File: src/rtl/cc20_pkg.sv
// ============================================================================
// cc20_pkg
// Shared types, constants and helper functions for the ChaCha20 keystream
// block pipeline.
// ============================================================================
package cc20_pkg;

    // Round count and the pipeline depth that follows from it.
    // Each double round takes four stages:
    // column round first half, column round second half,
    // diagonal round first half, diagonal round second half.
    localparam int DOUBLE_ROUNDS = 10;
    localparam int NUM_STAGES    = 4 * DOUBLE_ROUNDS;
    // Delay from an accepted command to its result: the round stages plus the feed-forward stage.
    localparam int LATENCY       = NUM_STAGES + 1;

    // Configuration register indexes
    localparam int CFG_IDX_W = 8;
    localparam logic [CFG_IDX_W-1:0] CFG_KEY_WORD_0 = 8'd0;
    localparam logic [CFG_IDX_W-1:0] CFG_KEY_WORD_1 = 8'd1;
    localparam logic [CFG_IDX_W-1:0] CFG_KEY_WORD_2 = 8'd2;
    localparam logic [CFG_IDX_W-1:0] CFG_KEY_WORD_3 = 8'd3;

    // "expand 32-byte k", word 0 in the low slot
    localparam logic [3:0][31:0] SIGMA = {
        32'h6b206574, 32'h79622d32, 32'h3320646e, 32'h61707865
    };

    // Sixteen 32-bit state words, word 0 in the low slot
    typedef logic [15:0][31:0] t_words;

    // Four 64-bit key words, key_word_0 in the low slot
    typedef logic [3:0][63:0] t_key;

    // Input transaction payload
    typedef struct packed {
        logic [31:0] block_counter;
        logic [63:0] nonce_low;
        logic [31:0] nonce_high;
    } t_in_item;

    // Result transaction payload
    typedef struct packed {
        logic [63:0] keystream_0;
        logic [63:0] keystream_1;
        logic [63:0] keystream_2;
        logic [63:0] keystream_3;
        logic [63:0] keystream_4;
        logic [63:0] keystream_5;
        logic [63:0] keystream_6;
        logic [63:0] keystream_7;
    } t_out_item;

    // Per-stage selection: which half round and which half of the quarter round
    typedef struct packed {
        logic diag;
        logic second;
    } t_stage_cfg;

    // Build the initial 16-word state from key and transaction fields
    function automatic t_words init_state(t_key key, t_in_item item);
        t_words w;
        for (int k = 0; k < 4; k++) begin
            w[k]         = SIGMA[k];
            w[4 + 2 * k] = key[k][31:0];
            w[5 + 2 * k] = key[k][63:32];
        end
        w[12] = item.block_counter;
        w[13] = item.nonce_low[31:0];
        w[14] = item.nonce_low[63:32];
        w[15] = item.nonce_high;
        return w;
    endfunction

    // State word index of one lane member; role 0..3 picks a, b, c, d
    function automatic logic [3:0] lane_idx(logic diag, logic [1:0] q, logic [1:0] role);
        logic [1:0] col;
        col = diag ? 2'(q + role) : q;
        return {role, col};
    endfunction

endpackage

File: src/rtl/cc20_key_regs.sv
// ============================================================================
// cc20_key_regs
// Key register file: four 64-bit words written through the configuration
// channel. Writes to unknown indexes are dropped.
// ============================================================================
module cc20_key_regs (
    input  logic                           i_clk,
    input  logic                           i_rst_n,
    input  logic                           i_cfg_valid,
    output logic                           o_cfg_ready,
    input  logic [cc20_pkg::CFG_IDX_W-1:0] i_cfg_index,
    input  logic [63:0]                    i_cfg_data,
    output cc20_pkg::t_key                 o_key
);

    cc20_pkg::t_key r_key;
    cc20_pkg::t_key n_key;

    // Always ready: a write goes straight into the key registers
    assign o_cfg_ready = 1'b1;

    // Next key value
    always_comb begin
        n_key = r_key;
        if (i_cfg_valid) begin
            unique case (i_cfg_index)
                cc20_pkg::CFG_KEY_WORD_0: n_key[0] = i_cfg_data;
                cc20_pkg::CFG_KEY_WORD_1: n_key[1] = i_cfg_data;
                cc20_pkg::CFG_KEY_WORD_2: n_key[2] = i_cfg_data;
                cc20_pkg::CFG_KEY_WORD_3: n_key[3] = i_cfg_data;
                default: n_key = r_key;
            endcase
        end
    end

    // Key registers, cleared by reset
    always_ff @(posedge i_clk) begin
        if (!i_rst_n) begin
            r_key <= '0;
        end else begin
            r_key <= n_key;
        end
    end

    assign o_key = r_key;

endmodule

File: config.mk
export PLATFORM = sky130hd
export DESIGN_NAME = cc20_key_regs
export DESIGN_NICKNAME = d
export VERILOG_FILES = /design/src/rtl/cc20_pkg.sv /design/src/rtl/cc20_key_regs.sv
export SDC_FILE = /design/constraint.sdc
export NUM_CORES = 1
export LEC_CHECK = 0
export ABC_CLOCK_PERIOD_IN_PS = 2450
export BUFFER_PORTS_ARGS = -buffer_cell sky130_fd_sc_hd__buf_2
export CORE_ASPECT_RATIO = 0.6
export CORE_MARGIN = 2
export CORE_UTILIZATION = 54
export DETAILED_ROUTE_END_ITERATION = 6
export PLACE_DENSITY = 0.85
export SYNTH_ARGS = -nofsm -noshare
export SYNTH_HDL_FRONTEND = slang
export SYNTH_SLANG_ARGS = --single-unit
File: constraint.sdc
create_clock -name i_clk -period 2.45 [get_ports i_clk]
set_clock_uncertainty 0.2 [all_clocks]
set_input_delay 0.245 -clock i_clk [delete_from_list [all_inputs] [get_ports i_clk]]
set_output_delay 0.245 -clock i_clk [all_outputs]
set_load 0.01 [all_outputs]
Yosys cells after proc, flatten, opt, wreduce, memory -nomap -nowiden
Cells that the tools add are included.
Storage, ports and cells
  flip-flop bits (word level): 256
  input port bits: 75
  output and inout bits: 257
  word-level logic and storage cells: 12
Cells by class
  equality and inequality tests: 3
  reductions and logical operators: 5
Operators by type and width (number)
  8-bit by 2-bit equality test with 1-bit output, second input constant: 2
  8-bit by 1-bit equality test with 1-bit output, second input constant: 1
  8-bit logical NOT: 1
  2-bit AND reduction: 4

Longest topological paths before layout
  word-level depth: 2
  mapped depth: 5
  depth with buffers taken out: 3

Worst setup path after synthesis
No wires, ideal clock.
  kind: in2reg
  start: in i_cfg_index[6] in the netlist's numbering
  end: reg r_key (netlist bit o_key[131])
  library setup time: 72 ps
  arrival time: 1269 ps
  required time: 2178 ps
  path slack: 910 ps
  stages: 5
  path buffers: 2
  path through: nor4b_4 and4b_1 buf_12 buf_12 mux2i_1
On the way
  word-level cells in the longest chain between the ends: 2
RTL lines
  from (decl): RTL line cc20_key_regs.sv:11  | input logic [cc20_pkg::CFG_IDX_W-1:0] i_cfg_index,
  8-bit by 2-bit equality test with 1-bit output: RTL line cc20_key_regs.sv:26  | unique case (i_cfg_index)
  2-bit AND reduction (no line)
  to (signal assigned): RTL line cc20_key_regs.sv:41  | r_key <= n_key;
  to (decl): RTL line cc20_key_regs.sv:16  | cc20_pkg::t_key r_key;
Every way passes these cells.
A chain may end at the register's enable or synchronous reset.

Worst setup path after layout
  start: in i_cfg_index[5] in the netlist's numbering
  end: reg r_key (netlist bit o_key[50])
On the way
  word-level cells in the longest chain between the ends: 2
RTL lines (RTL line)
  8-bit logical NOT: cc20_key_regs.sv:26
  2-bit AND reduction (no line)
Every way passes these cells.

==> results.rst <==
.. list-table::
   :header-rows: 1

   * - Metric
     - Value
   * - Setup repair after global routing missed its margin
     - no
   * - Via count
     - 7820
   * - Area of the multi-input gates
     - a little under 4000 um^2
   * - Die ar.
     - 18800 um^2
   * - Per-cell routed wire length
     - ~17 um
   * - Power Internal
     - 0.00640 W
   * - CTS tree
     - built
   * - R2R setup slack
     - roughly 1.1 ns
   * - Kind of path behind the tightest hold check
     - register to register
   * - Port Buffer Count
     - 330
   * - Routed vias/inst
     - 5.12
   * - Kind of start point of the critical path
     - input port
   * - Count of TritonRoute iterations in the first routing pass
     - 5
   * - Area used by sequential logic in the layout
     - 5120 um^2
   * - Clk pin slew, worst setup/hold paths
     - approximately 0.07 ns
   * - Clk_lat worst skew
     - 0.49 ns
   * - Headroom to the max-slew limit
     - roughly two thirds
   * - Critical path data required time
     - 2.69 ns
   * - Minimum period implied by the final worst setup slack
     - 2.05 ns
   * - Biggest cell delay along the critical path
     - 0.57 ns
   * - Net count of the mapped netlist
     - 979
   * - Number of buffers on the longest clock path
     - 3
   * - Mapped Area
     - 9530 um^2
   * - Initial core utilization
     - 55.4%
   * - Setup bufs post-CTS
     - 0
   * - Combinational power share
     - ~4.5%
   * - Type of the setup path with the least slack
     - input port to register
   * - Worst endpoint data arrival time
     - 2.29 ns
   * - WP buf/inv
     - 3
   * - Standard cell with the maximum stage delay on the critical path
     - dlygate4sd3_1
   * - Initial antenna violation count
     - 0
   * - Fraction of power consumed by the clock network
     - ~44%
   * - Routability congestion estimate
     - 0.783
   * - Share of total power in sequential cells
     - 51.4%
   * - Met1 layer wirelength in the final routing
     - ~11 mm
   * - Run status
     - completed
   * - Type of element capturing the critical path
     - register
   * - Max Fclk
     - 0.487 GHz
   * - CP Max Fanout
     - 64
   * - Final period utilization
     - between 80% and 90%
   * - Detail Route Antenna Nets
     - 0
   * - Number of register bits inferred by synthesis
     - 256
   * - Antenna diode count
     - 0
   * - Met2 routed WL
     - approximately 13 mm
   * - Final WL
     - 26.3 mm
   * - Worst path top cell family by delay
     - buffers and inverters
   * - Reported leakage power
     - 6.42 nW
   * - Setup Total Neg Slack
     - 0 ns
   * - Post-layout total power
     - 0.00811 W
   * - Largest register FFs
     - 256
   * - FILL cells
     - roughly 1200
   * - Top routing layer in use
     - met4
   * - Met3 Wirelength
     - about 2.0 mm
   * - Yosys Warn Count
     - 0
   * - H-tree levels
     - 1
   * - Final Setup Violations
     - 0
   * - Avg Cell Area, Syn
     - roughly 11 um^2
   * - TritonCTS sink count
     - ~260
   * - Height of the die
     - 107 um
   * - List of cells traversed by the critical path
     - buf_2, nor3_1, and4bb_4, buf_12, mux2i_1, dlygate4sd3_1
   * - Slew @ Worst Pin
     - a little over 0.5 ns
   * - Sequential cell area fraction in the yosys report
     - 53.8%
   * - Post-CTS Hold Fix Bufs
     - 67
   * - Floorplan die width
     - 176 um
   * - Final layout net count
     - 1352
   * - Resized Gates After CTS
     - 0
   * - Max-slew violation total from the final report
     - 0
   * - First-pass GRT wire length
     - 40.4 mm
   * - Switch Pwr
     - 0.00171 W
   * - Pin count of the biggest net entering global routing
     - 69
   * - Placement row count
     - 37
   * - Number of global-route vias before repair
     - roughly 7800
   * - Cell Pwr Density
     - approximately 650 nW/um^2
   * - Synth-to-Final Area Change
     - 31.6%
   * - Global router's overall resource usage
     - between 20% and 30%
   * - Post-route DRC
     - 0
   * - Distinct cells, synth
     - 15
   * - HPWL after DPL
     - 16.4 mm
   * - Root Buffer Master
     - clkbuf_16
   * - Area of the core
     - ~17000 um^2
   * - Worst voltage drop across the vdd grid
     - roughly 0.45 mV
   * - Hold Fails Final Rpt
     - 0
   * - Fraction of final layout cells sized beyond drive strength 1
     - 29.7%
   * - Switching part of the total
     - 21.1%
   * - Clock buffer count from CTS
     - 23
   * - Number of I/O pins
     - about 330
   * - # Max-Cap Violations
     - 0
   * - Global route total overflow
     - 0
   * - Cell count after synthesis
     - between 900 and 1000
   * - Starting DRT DRC Count
     - ~490
-- placed cells by master, fill, tap and decap left out, drive strengths merged --
cell and n:
dlygate4sd3 67, bufinv 1, buf 346, and4b 1, clkbuf 36, nand4b 1
nor3 1, mux2i 256, conb 1, and4bb 1, nand4 1, nand2 320
clkinv 3, nor4b 1, dfxtp 256
-- synth_stat cells --
cell type  instances  area [um^2]
nand2_1          320         1200
dfxtp_1          256         5120
mux2i_1          256         2560
clkbuf_1          35          131
buf_12            14          280
buf_6             12          135
buf_4              3         22.5
and4b_1            1         10.0
and4bb_1           1         12.5
buf_2              1         5.00
conb_1             1         3.75
nand4_1            1         6.26
nand4b_1           1         8.76
nor3_1             1         5.00
nor4b_4            1         23.8
-- metrics by stage --
stage	instance area (um^2)	utilization [%]	cells	hold WS, ns	setup slack [ns]
after floorplan	9530	-	904	0.249	0.910
after global placement	11100	64.6	1419	0.238	0.528
after detailed placement	11100	64.6	1419	0.244	0.422
after CTS	12500	72.9	1526	0.255	0.454
after global routing	12500	72.9	1526	0.275	0.333
final	12500	72.9	1526	0.255	0.397
-- cells by family (layout without fill, tap and decap cells) --
group / after synthesis / count (layout) / share of synthesized area [%]
buffers and inverters: 65 / 453 / 6.02
DFF: 256 / 256 / 53.8
muxes: 256 / 256 / 26.9
and+or+nand+nor: 326 / 326 / 13.3
other: 1 / 1 / 0.0393
-- power by group through the flow --
stage	Sequential [W]	Combinational, W	Clock [W]
5_1_grt	0.00417	0.000391	0.00378
2_1_floorplan	0.00426	0.000146	0
3_5_place_dp	0.00426	0.000274	0
4_1_cts	0.00417	0.000356	0.00362
3_3_place_gp	0.00426	0.000271	0
6_report	0.00417	0.000365	0.00358
-- worst min-delay path, delay by kind of cell (launching register included) --
kind	cells	cell delay [ns]
flip-flops	1	0.31
multiplexers	1	0.05
AND/OR/NAND/NOR	1	0.05
-- routing by layer --
metal | vias up | global-route usage (%)
li1 | 3717 | -
met1 | 3748 | 31.3
met2 | 299 | 48.1
met3 | 56 | 7.27
met4 | 0 | 8.91
met5 | - | 0
-- cell type report --
cell class / count / share of cell area, %
multi-input cells: 583 / 30.6
well taps: 234 / 2.33
flip-flops and latches: 256 / 40.8
clock buffers: 36 / 5.61
clock inverters: 4 / 0.359
repair buffers: 413 / 20.2
-- path summary, 6_finish.rpt --
check / startpoint / depth (start not counted) / to
worst max-delay path: i_cfg_index[5] / 6 / o_key[50]
worst min-delay path: o_key[162] / 2 / o_key[162]
worst max register to register: o_key[50] / 3 / o_key[50]
worst min register to register: o_key[162] / 2 / o_key[162]
Power figures use the tool's default switching activity.
