===== config.mk =====
export PLATFORM = sky130hd
export DESIGN_NAME = cc20_feedfwd
export DESIGN_NICKNAME = d
export VERILOG_FILES = /design/src/rtl/cc20_pkg.sv /design/src/rtl/cc20_feedfwd.sv
export SDC_FILE = /design/constraint.sdc
export NUM_CORES = 1
export LEC_CHECK = 0
export BUFFER_PORTS_ARGS = -buffer_cell sky130_fd_sc_hd__buf_2
export CELL_PAD_IN_SITES_DETAIL_PLACEMENT = 1
export CELL_PAD_IN_SITES_GLOBAL_PLACEMENT = 2
export CORE_AREA = 3 3 543 545
export DETAILED_ROUTE_END_ITERATION = 12
export DIE_AREA = 0 0 546 548
export PLACE_DENSITY_LB_ADDON = 0.1
export SLEW_MARGIN = 0
export SYNTH_ARGS = -nofsm -noshare
export SYNTH_HDL_FRONTEND = slang
export SYNTH_SLANG_ARGS = --single-unit

===== constraint.sdc =====
create_clock -name i_clk -period 7.93 [get_ports i_clk]
set_input_delay 0.793 -clock i_clk [delete_from_list [all_inputs] [get_ports i_clk]]
set_output_delay 0.793 -clock i_clk [all_outputs]
set_load 0.02 [all_outputs]

===== src/rtl/cc20_pkg.sv =====
// ============================================================================
// cc20_pkg
// Shared types, constants and helper functions for the ChaCha20 keystream
// block pipeline.
// ============================================================================
package cc20_pkg;

    // Round count and the pipeline depth that follows from it.
    // Each double round takes four stages:
    // column round first half, column round second half,
    // diagonal round first half, diagonal round second half.
    localparam int DOUBLE_ROUNDS = 10;
    localparam int NUM_STAGES    = 4 * DOUBLE_ROUNDS;
    // Delay from an accepted command to its result: the round stages plus the feed-forward stage.
    localparam int LATENCY       = NUM_STAGES + 1;

    // Configuration register indexes
    localparam int CFG_IDX_W = 8;
    localparam logic [CFG_IDX_W-1:0] CFG_KEY_WORD_0 = 8'd0;
    localparam logic [CFG_IDX_W-1:0] CFG_KEY_WORD_1 = 8'd1;
    localparam logic [CFG_IDX_W-1:0] CFG_KEY_WORD_2 = 8'd2;
    localparam logic [CFG_IDX_W-1:0] CFG_KEY_WORD_3 = 8'd3;

    // "expand 32-byte k", word 0 in the low slot
    localparam logic [3:0][31:0] SIGMA = {
        32'h6b206574, 32'h79622d32, 32'h3320646e, 32'h61707865
    };

    // Sixteen 32-bit state words, word 0 in the low slot
    typedef logic [15:0][31:0] t_words;

    // Four 64-bit key words, key_word_0 in the low slot
    typedef logic [3:0][63:0] t_key;

    // Input transaction payload
    typedef struct packed {
        logic [31:0] block_counter;
        logic [63:0] nonce_low;
        logic [31:0] nonce_high;
    } t_in_item;

    // Result transaction payload
    typedef struct packed {
        logic [63:0] keystream_0;
        logic [63:0] keystream_1;
        logic [63:0] keystream_2;
        logic [63:0] keystream_3;
        logic [63:0] keystream_4;
        logic [63:0] keystream_5;
        logic [63:0] keystream_6;
        logic [63:0] keystream_7;
    } t_out_item;

    // Per-stage selection: which half round and which half of the quarter round
    typedef struct packed {
        logic diag;
        logic second;
    } t_stage_cfg;

    // Build the initial 16-word state from key and transaction fields
    function automatic t_words init_state(t_key key, t_in_item item);
        t_words w;
        for (int k = 0; k < 4; k++) begin
            w[k]         = SIGMA[k];
            w[4 + 2 * k] = key[k][31:0];
            w[5 + 2 * k] = key[k][63:32];
        end
        w[12] = item.block_counter;
        w[13] = item.nonce_low[31:0];
        w[14] = item.nonce_low[63:32];
        w[15] = item.nonce_high;
        return w;
    endfunction

    // State word index of one lane member; role 0..3 picks a, b, c, d
    function automatic logic [3:0] lane_idx(logic diag, logic [1:0] q, logic [1:0] role);
        logic [1:0] col;
        col = diag ? 2'(q + role) : q;
        return {role, col};
    endfunction

endpackage


===== src/rtl/cc20_feedfwd.sv =====
// ============================================================================
// cc20_feedfwd
// Final stage: adds the initial state back word by word and registers the
// 64-byte keystream with its strobe.
// ============================================================================
module cc20_feedfwd (
    input  logic                i_clk,
    input  logic                i_rst_n,
    input  logic                i_valid,
    input  cc20_pkg::t_words    i_words,
    input  cc20_pkg::t_in_item  i_item,
    input  cc20_pkg::t_key      i_key,
    output logic                o_strobe,
    output cc20_pkg::t_out_item o_result
);

    logic                r_strobe;
    cc20_pkg::t_out_item r_result;
    cc20_pkg::t_out_item n_result;

    // Feed-forward add and little-endian packing
    always_comb begin
        cc20_pkg::t_words init;
        cc20_pkg::t_words sum;
        init = cc20_pkg::init_state(i_key, i_item);
        for (int k = 0; k < 16; k++) begin
            sum[k] = i_words[k] + init[k];
        end
        n_result.keystream_0 = {sum[1],  sum[0]};
        n_result.keystream_1 = {sum[3],  sum[2]};
        n_result.keystream_2 = {sum[5],  sum[4]};
        n_result.keystream_3 = {sum[7],  sum[6]};
        n_result.keystream_4 = {sum[9],  sum[8]};
        n_result.keystream_5 = {sum[11], sum[10]};
        n_result.keystream_6 = {sum[13], sum[12]};
        n_result.keystream_7 = {sum[15], sum[14]};
    end

    // Strobe, cleared by reset
    always_ff @(posedge i_clk) begin
        if (!i_rst_n) begin
            r_strobe <= 1'b0;
        end else begin
            r_strobe <= i_valid;
        end
    end

    // Result payload
    always_ff @(posedge i_clk) begin
        r_result <= n_result;
    end

    assign o_strobe = r_strobe;
    assign o_result = r_result;

endmodule


After elaboration in Yosys (flattened, before gate mapping)
Cells that the tools add are included.

Bits in registers: 513. Bits of input ports: 899. Output and inout bits: 513. Word-level logic and storage cells: 25.

$add $sub $neg: 16.

Operator list (number): adder 32 bit (12); adder 32 x 31 -> 32 bit, second input constant (3); adder 32 x 30 -> 32 bit, second input constant (1).

Longest topological paths before layout
Gate-level depths: netlist of the first run.

Depth in word-level cells: 1. Mapped depth: 12. Gate-level depth less buffers: 12.

Worst setup path after synthesis of the first run
OpenSTA, ideal clock, no wires.

Kind: in2reg. Start: input port i_words[256] in the netlist's numbering. End: register r_result (netlist bit o_result[220]). Library setup time: 123 ps. Arrival time: 3340 ps. Data required time: 7807 ps. Setup slack: 4467 ps. Cell stages on the path: 11. Path buffers: 0. Path through: ha_1 > fa_1 > a211oi_2 > o211ai_1 > a311o_1 > o221a_4 > a311o_1 > a31o_1 > a21oi_2 > o21ai_1 > xor2_1.

RTL lines: start: declaration (RTL line cc20_feedfwd.sv:10) `input cc20_pkg::t_words i_words,`; end signal: assignment (RTL line cc20_feedfwd.sv:50) `r_result <= n_result;`; end: declaration (RTL line cc20_feedfwd.sv:18) `cc20_pkg::t_out_item r_result;`.

==> results of run 1 <==
==> power by group <==
| group | internal (uW) | switching, uW |
|---|---|---|
| registers | 3080 | 170 |
| logic | 1270 | 2410 |
| clock network | 2490 | 1590 |
| total | 6840 | 4170 |
==> what timing repair did <==
action                                 in CTS  in global routing
endpoints found under the hold margin       3                  0
hold buffers                                3                  0
setup buffers                               0                  0
setup endpoints to repair                   0                  0
==> cell type report <==
type / count / area, um2
antenna: 47 / 118
clock inverter: 25 / 334
timing repair buffer: 1419 / 7130
sequential: 513 / 10300
multi-input combinational: 2745 / 20000
tap: 3900 / 4880
fill: 34540 / 245000
clock buffer: 132 / 2610
inverter: 94 / 353
==> path summary, 6_finish.rpt <==
| check | cells past startpoint | to | from |
|---|---|---|---|
| max | 11 | o_result[27] | i_words[452] |
| min | 1 | o_result[480] | i_words[32] |
==> per-layer routing <==
layer,vias up,share of wire,GRT usage
met3,502,0.10,0.0672
met1,14905,0.37,0.141
met2,1243,0.50,0.246
met5,-,0.0049,0
met4,162,0.023,0.0228
li1,15370,-,-
==> placed cells by master, fill, tap and decap left out, types with 47 or more instances in the layout <==
cell       Yosys  routed
nand4_1       47      47
o21bai_1      53      53
nor3_1        48      48
o21ai_1       57      58
clkbuf_16      0      89
a21o_1       190     190
buf_2          1    1411
xor2_1       146     146
nor2_1       221     221
nand2b_1      49      49
a21oi_1      345     345
ha_1         376     376
nand3_1       64      64
dfxtp_1      513     513
inv_1         94      94
diode_2        0      47
nand2_1      219     219
o21ai_0      137     136
xnor2_1      309     309
==> state kept, by name, summed over array words and instances (netlist names) <==
| register | count |
|---|---|
| o_strobe | 1 |
| o_result | 512 |
==> metrics by stage <==
stage	cells	setup WS (ns)	power, uW	hold WS (ns)
after CTS	8828	4.38	11400	0.0537
after global routing	8837	4.20	11800	0.0663
after floorplan	3405	4.47	5300	0.821
after global placement	8668	3.49	7150	0.897
after detailed placement	8668	3.49	7110	0.898
final	8875	4.47	11000	0.157
==> cells by family after synthesis <==
kind of cell	count (synthesis)	synth area share
AOI/OAI and AO/OA	1097	0.233
and+or+nand+nor	803	0.125
DFF	513	0.333
xor gates and xnor gates	455	0.129
adders and majority gates	388	0.161
buffers and inverters	147	0.0180
muxes	2	0.000650
==> results_dict.tcl, run 1 <==
set metrics [dict create \
    status "complete, no violations" \
    cts_buffer_depth 4 \
    rsz0062_at_grt "false" \
    grt_max_degree 14 \
    synth_cell_type_count 82 \
    wirelength_mm 211 \
    postLayoutCoreUtil 0.157 \
    ctsResizeCount 0 \
    cp.arrival_ns 4.13 \
    synth_top_area_cell "dfxtp_1" \
    ys_warn_count 0 \
    detail_route.first_pass.iterations 4 \
    grt.total_usage 0.135 \
    ys.flop_type "dfxtp_1" \
    synth_top_area_share 0.333 \
    die_area_mm2 0.299 \
    worst-path-buf-inv 1 \
    finalHoldViolCount 0 \
    synth_common_cells "dfxtp_1 (513), ha_1 (376), a21oi_1 (345)" \
    vias_per_cell 3.63 \
    nNetsFinal 6148 \
    core_mm2 0.291 \
    clock_sinks 513 \
    io_buffers 1411 \
    p_leak_uw 0.0209 \
    max_freq_mhz 289 \
    drc 0 \
    yosys_register_bits 513 \
    placed_area_mm2 0.0426 \
    endpoint_kind "flip-flop" \
    htreeDepth 3 \
    routabilityCongestion 0.776 \
    crit_type "in -> reg" \
    area_growth_pct 48.3 \
    period_share 0.436 \
    cts_tree "yes" \
    numCtsBuffers 88 \
    ys_seq_area_frac 0.333 \
    grt_pass1_wl_mm 287 \
    slew_headroom 0.278 \
    io_pins 1412 \
    root_buffer "clkbuf_16" \
    synthCells 3405 \
    synth_fp_nets 4692 \
    drive_gt1_frac 0.323 \
    crit_path_top_delay_cell "a21oi_1" \
    postRouteAntennaNets 0 \
    fin_tns_setup_ns 0 \
    synth-edff-count 0 \
    drt_iter0_drc 1027 \
    holdCritPathClass "in -> reg" \
    async_flop_share 0 \
    p_per_area_mw_per_mm2 241 \
    netlist_top_cells_area "dfxtp_1 (33%), ha_1 (15%), xnor2_1 (8.8%)" \
    rows 198 \
    clkSlewWorstSetupHoldPaths_ns 0.06 \
    synth.most_common_cell "dfxtp_1" \
    final_area_mm2 0.0457 \
    start_util 0.106 \
    maxCapViolCount 0 \
    postSynthAreaPerCell_um2 9.05 \
    start_kind "primary input" \
    path_cells "buf_2, ha_1, o211ai_1, o211ai_1, nand4_1, a21oi_1, a2111oi_2, a21oi_1, nand3_1, a311o_1, xnor2_1" \
    peakVddDrop_uv 140 \
    cpPeakStageDelay_ns 0.76 \
    period_needed_ns 3.46 \
    routedWlPerCell_um 23.7 \
    cp_top_family "compound AO/OA/AOI/OAI gates" \
    die_h_um 548 \
    syn_area_mm2 0.0308 \
    cp.required_ns 8.61 \
    num_vias 32182 \
    overflow 0 \
    grt_pass1_vias 34963 \
    die_w_um 546 \
    antenna_found_initial 238 \
    cp_max_fo 4 \
    setup_viol 0 \
    worstMarginPinSlew_ns 1.07 \
    dp_hpwl_mm 186 \
    drv_slew 0 \
]
No activity file was read; power rests on OpenSTA's default activity.
==> run 2, diff against run 1 <==
--- a/config.mk
+++ b/config.mk
@@ -8,9 +8,9 @@
 export BUFFER_PORTS_ARGS = -buffer_cell sky130_fd_sc_hd__buf_2
 export CELL_PAD_IN_SITES_DETAIL_PLACEMENT = 1
 export CELL_PAD_IN_SITES_GLOBAL_PLACEMENT = 2
-export CORE_AREA = 3 3 543 545
+export CORE_AREA = 3 3 547 549
 export DETAILED_ROUTE_END_ITERATION = 12
-export DIE_AREA = 0 0 546 548
+export DIE_AREA = 0 0 550 552
 export PLACE_DENSITY_LB_ADDON = 0.1
 export SLEW_MARGIN = 0
 export SYNTH_ARGS = -nofsm -noshare
==> constraint.sdc (replaced) <==
create_clock -name i_clk -period 3.55 [get_ports i_clk]
set_input_delay 0.355 -clock i_clk [delete_from_list [all_inputs] [get_ports i_clk]]
set_output_delay 0.355 -clock i_clk [all_outputs]
set_load 0.02 [all_outputs]
==> results_dict.tcl, run 2 (synthesis results as in run 1) <==
set metrics [dict create \
    status "complete, no violations" \
    fillCellCount 34919 \
    final_area_mm2 0.0545 \
    routedWlPerCell_um 22.0 \
    fin_tns_setup_ns 0 \
    overflow 0 \
    power_frac_seq 0.275 \
    root_buffer "clkbuf_16" \
    hp-start "i_key[155]" \
    routabilityCongestion 0.788 \
    maxCapViolCount 0 \
    path_cells "dlygate4sd3_1, buf_2, ha_1, a211oi_1, o211ai_1, a41oi_2, a31oi_1, nor3b_1, or3_1, a31o_1, a21oi_1, xnor2_1, dlygate4sd3_1" \
    largest_reg_flops 512 \
    postRouteAntennaNets 0 \
    multiInputGateArea_mm2 0.0200 \
    critPathMostFrequentCell "dlygate4sd3_1" \
    drv_slew 0 \
    crit_type "in -> reg" \
    peakVddDrop_uv 369 \
    dp_hpwl_mm 185 \
    start_util 0.105 \
    placed_area_mm2 0.0433 \
    finalHoldViolCount 0 \
    crit_path_top_delay_cell "dlygate4sd3_1" \
    detail_route.first_pass.iterations 5 \
    regArea_mm2 0.0103 \
    drc 0 \
    worstMarginPinSlew_ns 0.752 \
    htreeDepth 3 \
    area_growth_pct 76.8 \
    start_kind "primary input" \
    rsz0062_at_grt "false" \
    cts_tree "yes" \
    cp.arrival_ns 4.15 \
    rows 199 \
    numCtsBuffers 90 \
    core_mm2 0.294 \
    vias_per_cell 3.62 \
    grt_pass1_vias 38831 \
    period_share 0.960 \
    final_common_cell "buf_2" \
    clock_sinks 513 \
    drt_iter0_drc 1106 \
    wirelength_mm 215 \
    grt_pass1_wl_mm 296 \
    num_vias 35309 \
    die_area_mm2 0.304 \
    drive_gt1_frac 0.294 \
    p_leak_uw 0.0248 \
    cp-startpoint "i_item[33]" \
    clkSlewWorstSetupHoldPaths_ns 0.05 \
    max_freq_mhz 293 \
    p_per_area_mw_per_mm2 488 \
    clockPowerShare 0.366 \
    io_pins 1412 \
    endpoint_kind "flip-flop" \
    swShare 0.365 \
    cp_max_fo 2 \
    cpPeakStageDelay_ns 0.59 \
    p_int_uw 16900 \
    cts_buffer_depth 4 \
    power_switching_uw 9700 \
    die_h_um 552 \
    antenna_found_initial 176 \
    final_cell_mix "buf_2 (1411), dlygate4sd3_1 (778), dfxtp_1 (513)" \
    setup_viol 0 \
    io_buffers 1411 \
    slew_headroom 0.486 \
    nNetsFinal 7018 \
    die_w_um 550 \
    holdCritPathClass "in -> reg" \
    period_needed_ns 3.41 \
    holdWs_ns 0.0827 \
    p_comb_frac 0.359 \
    grt_max_degree 16 \
    cp_top_family "compound AO/OA/AOI/OAI gates" \
    grt.total_usage 0.136 \
    cp.required_ns 4.30 \
    worst-path-buf-inv 3 \
]
-- run 2: changes by cell type in the layout (fill, tap and decap cells not counted), sizes merged --
cell and change:
bufinv +8, buf +93, dlygate4sd3 +775, clkinv +5, clkinvlp -1, diode +4
clkbuf -11
-- run 2: area by class of cell --
type | count | area share
diodes | 51 | 0.00234
clock buffers | 121 | 0.0466
clock inverters | 37 | 0.0111
inverters | 94 | 0.00648
multi-input cells | 2745 | 0.368
flip-flops and latches | 513 | 0.189
well taps | 3919 | 0.0900
repair buffers | 2287 | 0.287
-- run 2: per-layer routing --
layer	share of wire	global-route usage	wire length [um]	up-vias
met4	0.033	0.0426	7040	150
met3	0.098	0.0609	21000	434
met2	0.48	0.238	104000	1154
met5	0.0045	0	967	-
li1	-	-	-	17137
met1	0.38	0.144	81700	16434
-- run 2: through the flow --
stage / instances / utilization / worst slack, ns / power [uW]
2_1_floorplan: 3405 / - / 0.525 / 11800
3_3_place_gp: 8777 / 0.147 / -0.118 / 16200
3_5_place_dp: 8777 / 0.147 / -0.133 / 16100
4_1_cts: 9713 / 0.184 / 0.0225 / 27500
5_1_grt: 9746 / 0.185 / 0.00407 / 28300
6_report: 9767 / 0.185 / 0.141 / 26600
-- run 2: path summary, 6_finish.rpt --
path	endpoint	cells after the start	slack [ns]
worst max-delay path	o_result[117]	13	0.14
worst min-delay path	o_result[219]	3	0.08
-- run 2: repair_timing --
action	in CTS	in global routing
setup buffers	0	3
resized for setup	0	12
endpoints found under the setup margin	0	12
hold buffers	778	0
endpoints found under the hold margin	396	0
-- run 2: power by group through the flow --
stage	Combinational, uW	Clock (uW)	Sequential [uW]
floorplan	3100	0	8730
global placement	8730	0	7480
detailed placement	8650	0	7460
CTS	9810	10300	7370
global route	10400	10500	7440
finish	9530	9710	7310
